**src/rtl/fbsc_pkg.sv**
```systemverilog
// Types and constants for the frustum cull core.
`timescale 1ns / 1ps

package fbsc_pkg;

    localparam int COORD_W   = 16;  // Q12.4 point coordinate
    localparam int NORM_W    = 16;  // Q1.14 normal component
    localparam int RADIUS_W  = 15;  // Q11.4 unsigned radius
    localparam int PT_W      = 18;  // Q12.5 corner after center/size expansion
    localparam int PROD_W    = NORM_W + PT_W;
    localparam int ACC_W     = 37;  // three products plus distance and radius terms
    localparam int DIST_SH   = 15;  // Q12.4 * 2^15 lines up with Q1.14 * Q12.5
    localparam int CMD_W     = 2;
    localparam int PLANE_W   = 64;
    localparam int REG_IDX_W = 3;
    localparam int REJ_W     = 3;

    localparam logic [CMD_W-1:0] CMD_BOX_MINMAX = 2'd0;
    localparam logic [CMD_W-1:0] CMD_BOX_CENTER = 2'd1;
    localparam logic [CMD_W-1:0] CMD_SPHERE     = 2'd2;

    localparam logic [REJ_W-1:0] VISIBLE_CODE = 3'd6;

    // Register layout: d in 63:48, nz in 47:32, ny in 31:16, nx in 15:0.
    typedef struct packed {
        logic signed [COORD_W-1:0] d;
        logic signed [NORM_W-1:0]  nz;
        logic signed [NORM_W-1:0]  ny;
        logic signed [NORM_W-1:0]  nx;
    } plane_t;

    // Volume with corners in Q12.5, shared by all plane lanes.
    typedef struct packed {
        logic                       skip;    // unused command, no test
        logic                       sphere;
        logic [RADIUS_W-1:0]        radius;
        logic signed [PT_W-1:0]     lo_x;
        logic signed [PT_W-1:0]     lo_y;
        logic signed [PT_W-1:0]     lo_z;
        logic signed [PT_W-1:0]     hi_x;
        logic signed [PT_W-1:0]     hi_y;
        logic signed [PT_W-1:0]     hi_z;
    } vol_t;

endpackage

```
**src/rtl/fbsc_plane_lane.sv**
```systemverilog
// One plane test: positive-vertex dot product plus distance, sign check.
`timescale 1ns / 1ps

module fbsc_plane_lane (
    input  fbsc_pkg::plane_t plane,
    input  fbsc_pkg::vol_t   vol,
    output logic             reject
);

    logic signed [fbsc_pkg::NORM_W-1:0]  nx, ny, nz;
    logic signed [fbsc_pkg::COORD_W-1:0] d;
    logic signed [fbsc_pkg::PT_W-1:0]    px, py, pz;
    logic signed [fbsc_pkg::PROD_W-1:0]  prod_x, prod_y, prod_z;
    logic signed [fbsc_pkg::ACC_W-1:0]   dist_term, rad_term, acc;

    assign nx = plane.nx;
    assign ny = plane.ny;
    assign nz = plane.nz;
    assign d  = plane.d;

    // Max corner where the normal is non-negative; sphere has lo == hi.
    assign px = nx[fbsc_pkg::NORM_W-1] ? vol.lo_x : vol.hi_x;
    assign py = ny[fbsc_pkg::NORM_W-1] ? vol.lo_y : vol.hi_y;
    assign pz = nz[fbsc_pkg::NORM_W-1] ? vol.lo_z : vol.hi_z;

    assign prod_x = nx * px;
    assign prod_y = ny * py;
    assign prod_z = nz * pz;

    assign dist_term = fbsc_pkg::ACC_W'(d) <<< fbsc_pkg::DIST_SH;
    assign rad_term  = vol.sphere ?
                       (fbsc_pkg::ACC_W'(vol.radius) << fbsc_pkg::DIST_SH) : '0;

    // n.p + d + r < 0 means outside this plane
    assign acc = fbsc_pkg::ACC_W'(prod_x) + fbsc_pkg::ACC_W'(prod_y)
               + fbsc_pkg::ACC_W'(prod_z) + dist_term + rad_term;

    assign reject = acc[fbsc_pkg::ACC_W-1];

endmodule

```
**config.mk**
```make
export PLATFORM = sky130hd
export DESIGN_NAME = fbsc_plane_lane
export DESIGN_NICKNAME = d
export VERILOG_FILES = /design/src/rtl/fbsc_pkg.sv /design/src/rtl/fbsc_plane_lane.sv
export SDC_FILE = /design/constraint.sdc
export NUM_CORES = 2
export LEC_CHECK = 0
export ABC_AREA = 1
export BUFFER_PORTS_ARGS = -buffer_cell sky130_fd_sc_hd__buf_2
export CELL_PAD_IN_SITES_DETAIL_PLACEMENT = 1
export CELL_PAD_IN_SITES_GLOBAL_PLACEMENT = 1
export CORE_MARGIN = 2
export CORE_UTILIZATION = 43
export DETAILED_ROUTE_END_ITERATION = 7
export PLACE_DENSITY = 0.72
export SYNTH_ARGS = -nofsm -noshare
export SYNTH_HDL_FRONTEND = slang
export SYNTH_SLANG_ARGS = --single-unit
export TNS_END_PERCENT = 20
```
**constraint.sdc**
```tcl
create_clock -name vclk -period 12.07
set_clock_uncertainty 0.05 [all_clocks]
set_input_delay 1.8105 -clock vclk [all_inputs]
set_output_delay 1.8105 -clock vclk [all_outputs]
set_load 0.02 [all_outputs]
```
; ---- Yosys cells after proc, flatten, opt, wreduce, memory -nomap -nowiden
; Cells that the tools add are included.
[classes]
add_sub_neg = 4
multipliers = 3
mux = 4
[op_table]
columns = cell, count
row1 = $mul 16x18->34, 3
row2 = $mux 18, 3
row3 = $add 36x31->37, 1
row4 = $add 37x37->37, 1
row5 = $add 35x34->36, 1
row6 = $add 34x34->35, 1
row7 = $mux 30, 1
[word_totals]
register_bits = 0
in_bits = 189
output_inout_bits = 1

; ---- Longest topological paths before layout
[depth]
depth_word = 6
mapped_depth = 37

; ---- Worst setup path before layout
; Ideal clock, no wire load.
[synth_timing]
path_type = input -> output
startpoint = input plane[47] (netlist name)
endpoint = output reject
arrival_time_ns = 9.273
required_ns = 10.209
setup_slack_ns = 0.937
path_stages = 30
path_buffers = 2
path_cell_list = buf_6 -> inv_4 -> buf_6 -> or2_1 -> nand2_2 -> nor2_1 -> inv_1 -> fa_1 -> fa_1 -> fa_1 -> fa_1 -> inv_1 -> fa_1 -> inv_1 -> fa_1 -> inv_1 -> fa_1 -> inv_1 -> fa_1 -> inv_1 -> fa_1 -> ha_1 -> nand2_1 -> nor2_1 -> nand2_1 -> nor3_1 -> nand2_1 -> nand3_1 -> nand2_1 -> nand2_1
[synth_via]
elab_chain_len = 5
[synth_lines]
columns = element, line
row1 = start: declaration, fbsc_plane_lane.sv:5  ; input fbsc_pkg::plane_t plane,
row2 = $mux 18, fbsc_plane_lane.sv:24  ; assign pz = nz[fbsc_pkg::NORM_W-1] ? vol.lo_z : vol.hi_z;
row3 = $mul 16x18->34 (*), fbsc_plane_lane.sv:28  ; assign prod_z = nz * pz;
row4 = $add 35x34->36 (*), fbsc_plane_lane.sv:36  ; + fbsc_pkg::ACC_W'(prod_z) + dist_term + rad_term;
row5 = $add 36x31->37 (*), fbsc_plane_lane.sv:36
row6 = $add 37x37->37 (*), fbsc_plane_lane.sv:36
row7 = end: declaration, fbsc_plane_lane.sv:7  ; output logic reject
; Mark *: on every way between the ends. The rest lies on a longest branch, timed or not.

; ---- Worst setup path in the final report
[layout_timing]
startpoint = input plane[15] (netlist name)
endpoint = output reject
[layout_via]
elab_chain_len = 6
[layout_lines]
columns = element, line
row1 = $mux 18, fbsc_plane_lane.sv:22  ; assign px = nx[fbsc_pkg::NORM_W-1] ? vol.lo_x : vol.hi_x;
row2 = $mul 16x18->34 (*), fbsc_plane_lane.sv:26  ; assign prod_x = nx * px;
row3 = $add 34x34->35 (*), fbsc_plane_lane.sv:35  ; assign acc = fbsc_pkg::ACC_W'(prod_x) + fbsc_pkg::ACC_W'(prod_y)
row4 = $add 35x34->36 (*), fbsc_plane_lane.sv:36
row5 = $add 36x31->37 (*), fbsc_plane_lane.sv:36
row6 = $add 37x37->37 (*), fbsc_plane_lane.sv:36
; Marks and branches as above.

==> impl_metrics.yaml <==
worst_setup_path:
  criticalPathCategory: "in -> out"
  critPathRequiredTime_ps: 10210
  critPathLaunch: "plane[15]"
  slowest_stage: "fa_1"
  arrival_ps: 9830
  cp_common_cell: "fa_1"
  critical_path_peak_fanout: 19
  end_kind: "output pin"
  slowest_delay_ps: 560
  crit_path_start_kind: "input port"
  cp_top_family: "adder cells"
  cp_num_buf_inv: 12
logic_synthesis:
  synth.avg_cell_area_sq_um: 8.880
  syn-num-nets: 5316
  synth_warnings: 0
  synth.cell_area_sq_um: 34130
  yosysUniqueCellTypes: 30
  synth.yosys.seq_area_share_pct: 0
  synthCells: 3843
sta:
  finalCritPeriodShare_pct: 96.87
  report.final.slew_viol_count: 0
  max_freq_ghz: 0.08553
  setup_viol: 0
  worst_pin_slew_ps: 1075
  slew_headroom_pct: 27.80
  hold_viol_final: 0
  rsz0062_at_grt: "no"
  min_period_ps: 11690
global_route:
  grt_use_total_pct: 27.45
  grt_max_degree: 23
  overflow: 0
  antenna_found_initial: 6
  grt_pass1_vias: 29256
  grt_first_pass_wirelength_mm: 169.9
worst_hold_path:
  hold_path.class: "in -> out"
  holdPathEnd: "reject"
  worstHoldPathCells: 10
  worstHoldStart: "vol[90]"
floorplan:
  initial_core_util_pct: 43.34
  core_sq_um: 78740
  num_rows: 103
  die_h_um: 285.7
  dieArea_sq_um: 81630
  die_w_um: 285.7
  io_pins: 190
drt:
  first_iter_violations: 1232
  first_pass_iters: 5
  wl_per_cell_um: 21.04
  postRouteAntennaNets: 0
  vias: 24566
  via_per_inst: 4.870
  routed_wl_mm: 106.1
  drc: 0
flow_run:
  cap_violations: 0
placed_design:
  post-dp-hpwl_mm: 100.7
  port_buffers: 189
  dpl_cell_area_sq_um: 36350
  place.gp.congestion: 0.9137
outcome:
  status: "finished clean"
cells_and_area:
  fillers: 9412
  flops_and_latches: 0
  seqCellArea_sq_um: 0
  layout-drive-gt1-share_pct: 8.920
  nClkBuffers: 0
  layout_commonest_cell: "inv_1"
  utilization_pct: 46.30
  multi_input_area_sq_um: 28660
  final_area_sq_um: 36460
  fin_nets: 5466
  area_delta_synth_final_pct: 6.831
  most-common-layout-cells: "1277 x inv_1, 1066 x fa_1, 527 x nand2_1"
clocking:
  postCtsHoldBufs: 0
layer usage:
metal	GRT usage (%)	up-vias	part of all wire [%]
met5	0	-	0.032
met3	2.863	157	4.5
met4	7.120	6	3.2
met1	35.59	13171	41
li1	-	10663	-
met2	49.17	569	51
layout make-up:
| class | count | area share [%] |
|---|---|---|
| repair buffers | 261 | 4.084 |
| multi-input cells | 2408 | 78.61 |
| inverters | 1322 | 13.69 |
| well taps | 1050 | 3.604 |
| diodes | 3 | 0.02059 |
cells in the mapped netlist (2+ instances only):
library cell	number	area, sq um
a21oi_1	12	60.06
buf_6	6	67.56
o21ai_2	2	17.52
xnor2_1	5	43.79
or2_2	32	200.2
buf_2	30	150.1
a21oi_2	2	17.52
inv_1	1283	4816
xor2_1	5	43.79
ha_1	213	2665
clkinv_1	8	30.03
buf_4	8	60.06
a21o_1	2	15.01
nand2_1	529	1986
nand4_1	4	25.02
or2_1	18	112.6
buf_1	10	37.54
nor2_1	484	1817
nor3_1	3	15.01
inv_2	30	112.6
fa_1	1071	21440
nand3_1	10	50.05
clkbuf_1	59	221.5
nand2_2	11	68.82
what timing repair did:
action,in CTS,in global routing
gates cloned,0,0
setup buffers,0,5
pin swaps,0,1
setup endpoints to repair,1,1
resized for setup,1,18
cell families after synthesis:
kind of cell    synth area share, %
compound gates               0.4070
simple gates                  12.58
buf+inv                       16.12
xor+xnor                     0.2566
fa+ha+maj                     70.64
worst max path at each step:
stage	end	slack, ps	cells after the start
after floorplan	reject	940	30
after global placement	reject	110	32
after detailed placement	reject	-160	32
after CTS	reject	50	33
after global routing	reject	8	34
final	reject	380	34
through the flow:
| step | hold slack (ps) | std cells | setup TNS [ps] | setup slack, ps |
|---|---|---|---|---|
| finish | 4774 | 5044 | 0 | 377.8 |
| global route | 4873 | 5041 | 0 | 8.139 |
| CTS | 4815 | 5036 | 0 | 47.16 |
| detailed placement | 4810 | 5036 | -157.1 | -157.1 |
| global placement | 4806 | 5036 | 0 | 105.4 |
| floorplan | 4140 | 3843 | 0 | 936.5 |
Power is not shown: default switching activity piles up to over one toggle a cycle in this logic, so the estimate is an artifact.
