## src/rtl/fbsc_pkg.sv

```systemverilog
// Types and constants for the frustum cull core.
`timescale 1ns / 1ps

package fbsc_pkg;

    localparam int COORD_W   = 16;  // Q12.4 point coordinate
    localparam int NORM_W    = 16;  // Q1.14 normal component
    localparam int RADIUS_W  = 15;  // Q11.4 unsigned radius
    localparam int PT_W      = 18;  // Q12.5 corner after center/size expansion
    localparam int PROD_W    = NORM_W + PT_W;
    localparam int ACC_W     = 37;  // three products plus distance and radius terms
    localparam int DIST_SH   = 15;  // Q12.4 * 2^15 lines up with Q1.14 * Q12.5
    localparam int CMD_W     = 2;
    localparam int PLANE_W   = 64;
    localparam int REG_IDX_W = 3;
    localparam int REJ_W     = 3;

    localparam logic [CMD_W-1:0] CMD_BOX_MINMAX = 2'd0;
    localparam logic [CMD_W-1:0] CMD_BOX_CENTER = 2'd1;
    localparam logic [CMD_W-1:0] CMD_SPHERE     = 2'd2;

    localparam logic [REJ_W-1:0] VISIBLE_CODE = 3'd6;

    // Register layout: d in 63:48, nz in 47:32, ny in 31:16, nx in 15:0.
    typedef struct packed {
        logic signed [COORD_W-1:0] d;
        logic signed [NORM_W-1:0]  nz;
        logic signed [NORM_W-1:0]  ny;
        logic signed [NORM_W-1:0]  nx;
    } plane_t;

    // Volume with corners in Q12.5, shared by all plane lanes.
    typedef struct packed {
        logic                       skip;    // unused command, no test
        logic                       sphere;
        logic [RADIUS_W-1:0]        radius;
        logic signed [PT_W-1:0]     lo_x;
        logic signed [PT_W-1:0]     lo_y;
        logic signed [PT_W-1:0]     lo_z;
        logic signed [PT_W-1:0]     hi_x;
        logic signed [PT_W-1:0]     hi_y;
        logic signed [PT_W-1:0]     hi_z;
    } vol_t;

endpackage

```

## src/rtl/fbsc_volume_prep.sv

```systemverilog
// Expands the input word into low/high corners in Q12.5.
`timescale 1ns / 1ps

module fbsc_volume_prep (
    input  logic [fbsc_pkg::CMD_W-1:0]           command,
    input  logic signed [fbsc_pkg::COORD_W-1:0]  a_x,
    input  logic signed [fbsc_pkg::COORD_W-1:0]  a_y,
    input  logic signed [fbsc_pkg::COORD_W-1:0]  a_z,
    input  logic signed [fbsc_pkg::COORD_W-1:0]  b_x,
    input  logic signed [fbsc_pkg::COORD_W-1:0]  b_y,
    input  logic signed [fbsc_pkg::COORD_W-1:0]  b_z,
    input  logic [fbsc_pkg::RADIUS_W-1:0]        radius,
    output fbsc_pkg::vol_t                       vol
);

    logic signed [fbsc_pkg::PT_W-1:0] a2_x, a2_y, a2_z;
    logic signed [fbsc_pkg::PT_W-1:0] bw_x, bw_y, bw_z;

    // Doubling a Q12.4 value gives the same number in Q12.5.
    assign a2_x = fbsc_pkg::PT_W'(a_x) <<< 1;
    assign a2_y = fbsc_pkg::PT_W'(a_y) <<< 1;
    assign a2_z = fbsc_pkg::PT_W'(a_z) <<< 1;
    assign bw_x = fbsc_pkg::PT_W'(b_x);
    assign bw_y = fbsc_pkg::PT_W'(b_y);
    assign bw_z = fbsc_pkg::PT_W'(b_z);

    always_comb begin
        vol.radius = radius;
        vol.sphere = 1'b0;
        vol.skip   = 1'b0;
        case (command)
            fbsc_pkg::CMD_BOX_MINMAX: begin
                vol.lo_x = a2_x;
                vol.lo_y = a2_y;
                vol.lo_z = a2_z;
                vol.hi_x = bw_x <<< 1;
                vol.hi_y = bw_y <<< 1;
                vol.hi_z = bw_z <<< 1;
            end
            fbsc_pkg::CMD_BOX_CENTER: begin
                // center +/- half size, exact with the extra fraction bit
                vol.lo_x = a2_x - bw_x;
                vol.lo_y = a2_y - bw_y;
                vol.lo_z = a2_z - bw_z;
                vol.hi_x = a2_x + bw_x;
                vol.hi_y = a2_y + bw_y;
                vol.hi_z = a2_z + bw_z;
            end
            fbsc_pkg::CMD_SPHERE: begin
                vol.sphere = 1'b1;
                vol.lo_x   = a2_x;
                vol.lo_y   = a2_y;
                vol.lo_z   = a2_z;
                vol.hi_x   = a2_x;
                vol.hi_y   = a2_y;
                vol.hi_z   = a2_z;
            end
            default: begin
                vol.skip = 1'b1;
                vol.lo_x = a2_x;
                vol.lo_y = a2_y;
                vol.lo_z = a2_z;
                vol.hi_x = a2_x;
                vol.hi_y = a2_y;
                vol.hi_z = a2_z;
            end
        endcase
    end

endmodule

```

## config.mk

```make
export PLATFORM = sky130hd
export DESIGN_NAME = fbsc_volume_prep
export DESIGN_NICKNAME = d
export VERILOG_FILES = /design/src/rtl/fbsc_pkg.sv /design/src/rtl/fbsc_volume_prep.sv
export SDC_FILE = /design/constraint.sdc
export NUM_CORES = 1
export LEC_CHECK = 0
export ABC_AREA = 1
export BUFFER_PORTS_ARGS = -buffer_cell sky130_fd_sc_hd__buf_2
export CAP_MARGIN = 20
export CORE_ASPECT_RATIO = 0.5
export CORE_UTILIZATION = 50
export DETAILED_ROUTE_END_ITERATION = 16
export PLACE_DENSITY = 0.83
export REMOVE_ABC_BUFFERS = 1
export SYNTH_ARGS = -nofsm -noshare
export SYNTH_HDL_FRONTEND = slang
export SYNTH_SLANG_ARGS = --single-unit
```

## constraint.sdc

```tcl
create_clock -name vclk -period 1.9
set_clock_uncertainty 0.2 [all_clocks]
set_input_delay 0.095 -clock vclk [all_inputs]
set_output_delay 0.095 -clock vclk [all_outputs]
set_load 0.05 [all_outputs]
```

==> qor.yml, run 1 <==
outcome: "did not finish"
lastStage: "global routing"
error_line: "[ERROR GRT-0232] Routing congestion too high. Check the congestion heatmap in the GUI."
dp_slack_ns: -0.2853
die_x_um: 177.3
start_util: 0.5211
synth_top_area_share: 0.2454
grt_repair_worst_endpoint: "vol[60]"
grt_overflow: 438
yosys.area.top_type: "nand2_1"
syn_inst: 1522
num_rows: 31
worst-ep-kind: "top-level output"
placed_area_um2: 10500
ys_seq_area_frac: 0
grtUsageTotal: 0.8750
avgSynthCellArea_um2: 5.046
synth.distinct_cells: 37
synth.cell_area_um2: 7680
grt_max_degree: 43
ios: 238
place_congestion: 0.9754
dp_hpwl_um: 23370
yosysWarnings: 0
die_h_um: 89.64
port-buffer-count: 208
synthTopCellsByArea: "nand2_1 (25%), ha_1 (16%), inv_1 (13%)"
-- synth_stat cells (all sizes together) --
library cell	number
nand2	510
clkbuf	8
nor3	17
a21boi	1
a22oi	29
o211ai	1
nor2	133
o21bai	6
xor2	21
o21ai	56
o221ai	2
fa	6
ha	96
and2	5
nand3	139
nand4	23
a21o	1
buf	60
a21oi	123
nand3b	3
inv	276
o22ai	1
nor4	5
-- per-stage QoR --
step                std cells  utilization
floorplan                1454            -
global placement         2108       0.7124
detailed placement       2108       0.7124
CTS                      2124       0.7994
-- timing repair --
item | in CTS
setup endpoints to repair | 82
gates resized for setup | 289
buffers inserted | 2
pin swaps | 46
hold endpoints to repair | 15
hold buffers | 15
-- cells by family after synthesis --
group,after synthesis,share of synthesized area
AO/OA/AOI/OAI,220,0.1608
XOR/XNOR,21,0.02395
adder cells (fa/ha/maj),102,0.1720
buffers and inverters,344,0.1926
AND/OR/NAND/NOR,835,0.4506
-- layer usage --
metal  GRT usage  overflow
met4      0.9930       109
met5      0.4524        10
met2       1.093       304
met3      0.7016        10
met1      0.8221         5
==> run 2, diff against run 1 <==
--- a/config.mk
+++ b/config.mk
@@ -8,10 +8,9 @@
 export ABC_AREA = 1
 export BUFFER_PORTS_ARGS = -buffer_cell sky130_fd_sc_hd__buf_2
 export CAP_MARGIN = 20
-export CORE_ASPECT_RATIO = 0.5
-export CORE_UTILIZATION = 50
+export CORE_UTILIZATION = 35
 export DETAILED_ROUTE_END_ITERATION = 16
-export PLACE_DENSITY = 0.83
+export PLACE_DENSITY_LB_ADDON = 0.15
 export REMOVE_ABC_BUFFERS = 1
 export SYNTH_ARGS = -nofsm -noshare
 export SYNTH_HDL_FRONTEND = slang
==> run 2 against run 1 <==
The flow now finishes, with violations (negative setup slack). Area after synthesis is the same. Synthesized cell count is the same.
==> qor.yml, run 2 <==
die_h_um: 150.1  # +67%
synth.distinct_cells: 37  # unchanged
worstSetupEndpointType: "output pin"
outcome: "finished with violations"
dp_slack_ns: -0.3429  # -0.05761 ns
fin_crit_sh: 1.069
worstPathMaxFanout: 3
setup_viol: 16
yosysMostFrequentCell: "nand2_1"
num_rows: 53  # +71%
post-route-min-period_ns: 2.031
yosys.area.top_type: "nand2_1"
power_leakage_nw: 7.377
critPathLaunchType: "input port"
drtIter0Drc: 520
ys_seq_area_frac: 0  # unchanged
synth.cell_area_um2: 7680  # unchanged
drv_slew: 0
vias_per_cell: 5.052
nFlopsAndLatches: 0
grt_overflow: 0
antenna_found_initial: 0
vias: 11230
dieArea_um2: 22540
rsz0062_at_grt: "true"
syn_inst: 1522  # unchanged
setup_slack_ns: -0.1310
hold_viol: 0
start_util: 0.3608  # -0.1603
grtUsageTotal: 0.2732
post_drt_wl_per_cell_um: 15.28
yosysWarnings: 0  # unchanged
grt_pass1_vias: 10150
worstSetupStartpoint: "b_y[1]"
min_path_type: "in -> out"
avgSynthCellArea_um2: 5.046  # unchanged
clock_buffers: 0
worstMarginPinSlew_ns: 0.5669
nNetsFinal: 2164
min_from: "b_z[6]"
ant_nets: 0
crit_required_ns: 1.60
relSlewSlack: 0.6208
synth_top_area_share: 0.2454  # unchanged
port-buffer-count: 208  # unchanged
drive_gt1_frac: 0.5008
drc: 0
area_growth_pct: 81.46
place_congestion: 0.9387  # -3.8%
regArea_um2: 0
maxClockFrequency_ghz: 0.4924
final_common_cell: "nand2_1"
ios: 238  # unchanged
drtPass1Iterations: 5
maxCapViolCount: 0
irDropWorstVdd_mv: 0.2501
violations: "negative setup slack"
die_x_um: 150.1  # -15%
synth_common_cells: "nand2_1 (502), inv_1 (271), nand3_1 (139)"
final_util: 0.6547
layout_common_cells: "nand2_1 (337), buf_4 (272), inv_1 (202), nand2_2 (133), buf_2 (101)"
power_density_nw_per_um2: 397.7
grt_max_degree: 44
grt_pass1_wl_um: 49770
arrival_ns: 1.74
crit_type: "in -> out"
fillers: 1992
core_um2: 21290
synthTopCellsByArea: "nand2_1 (25%), ha_1 (16%), inv_1 (13%)"
dp_hpwl_um: 25610  # +9.6%
wirelength_um: 33980
==> run 2: cell counts after synthesis <==
Identical to the previous run, type by type.
==> run 2: final cells by class <==
class	instances	area, um^2	share of cell area
inverters	276	1081	0.07757
well taps	275	344.1	0.02469
multi-input cells	1178	8478	0.6084
repair buffers	493	4030	0.2892
diodes	1	2.502	0.0001796
==> run 2: kinds of logic after synthesis <==
family / after synthesis / synth area share
adder cells (fa/ha/maj): 102 / 0.1720
buffers and inverters: 344 / 0.1926
AO/OA/AOI/OAI: 220 / 0.1608
AND/OR/NAND/NOR: 835 / 0.4506
XOR/XNOR: 21 / 0.02395
==> run 2: layer usage <==
metal	vias up	share of wire	GRT usage	wire, um
met5	-	0	0	0
met4	0	0.021	0.04848	710
met3	50	0.043	0.007576	1477
met2	330	0.49	0.4824	16510
met1	5203	0.45	0.3716	15280
li1	5647	-	-	-
==> run 2: worst paths after layout <==
path	endpoint	slack [ns]	cells after the start
min	vol[7]	0.37	4
max	vol[35]	-0.13	15
==> run 2: timing repair <==
item	4_1_cts	5_1_grt
setup buffers	6	19
hold endpoints to repair	15	0
gates resized for setup	331	523
endpoints found under the setup margin	84	83
hold buffers	15	0
pin swaps	50	191
==> run 2: critical path: stages <==
cell and delay (ns):
buf_8 0.08, ha_4 0.13, inv_2 0.03, fa_2 0.35
inv_2 0.10, nand2_4 0.06, a21oi_4 0.19, nand2_2 0.07
nand2_2 0.10, nand3_2 0.08, nand2_1 0.09, nand2_1 0.06
nand2_1 0.07, nand2_2 0.06, buf_6 0.16
==> run 2: report_power, final <==
part           leakage (nW)  internal (mW)  switching, mW
sequential                0              0              0
clock            0.00000634   0.0000000705              0
combinational          7.38           2.18           3.37
total                  7.38           2.18           3.37
==> run 2: through the flow <==
stage | cell area [um^2] | instances | TNS (ns) | total power, mW | hold slack (ns)
detailed placement | 10600 | 2183 | -15.24 | 4.086 | -0.009483
global route | 13930 | 2222 | -4.531 | 5.921 | 0.4066
CTS | 12050 | 2203 | -0.7748 | 4.693 | 0.4047
floorplan | 7237 | 1454 | -87.71 | 2.523 | -0.01000
global placement | 10600 | 2183 | -13.95 | 4.064 | -0.009483
finish | 13940 | 2223 | -1.034 | 5.542 | 0.3744
Note: power is estimated with default switching activity, not from simulation.
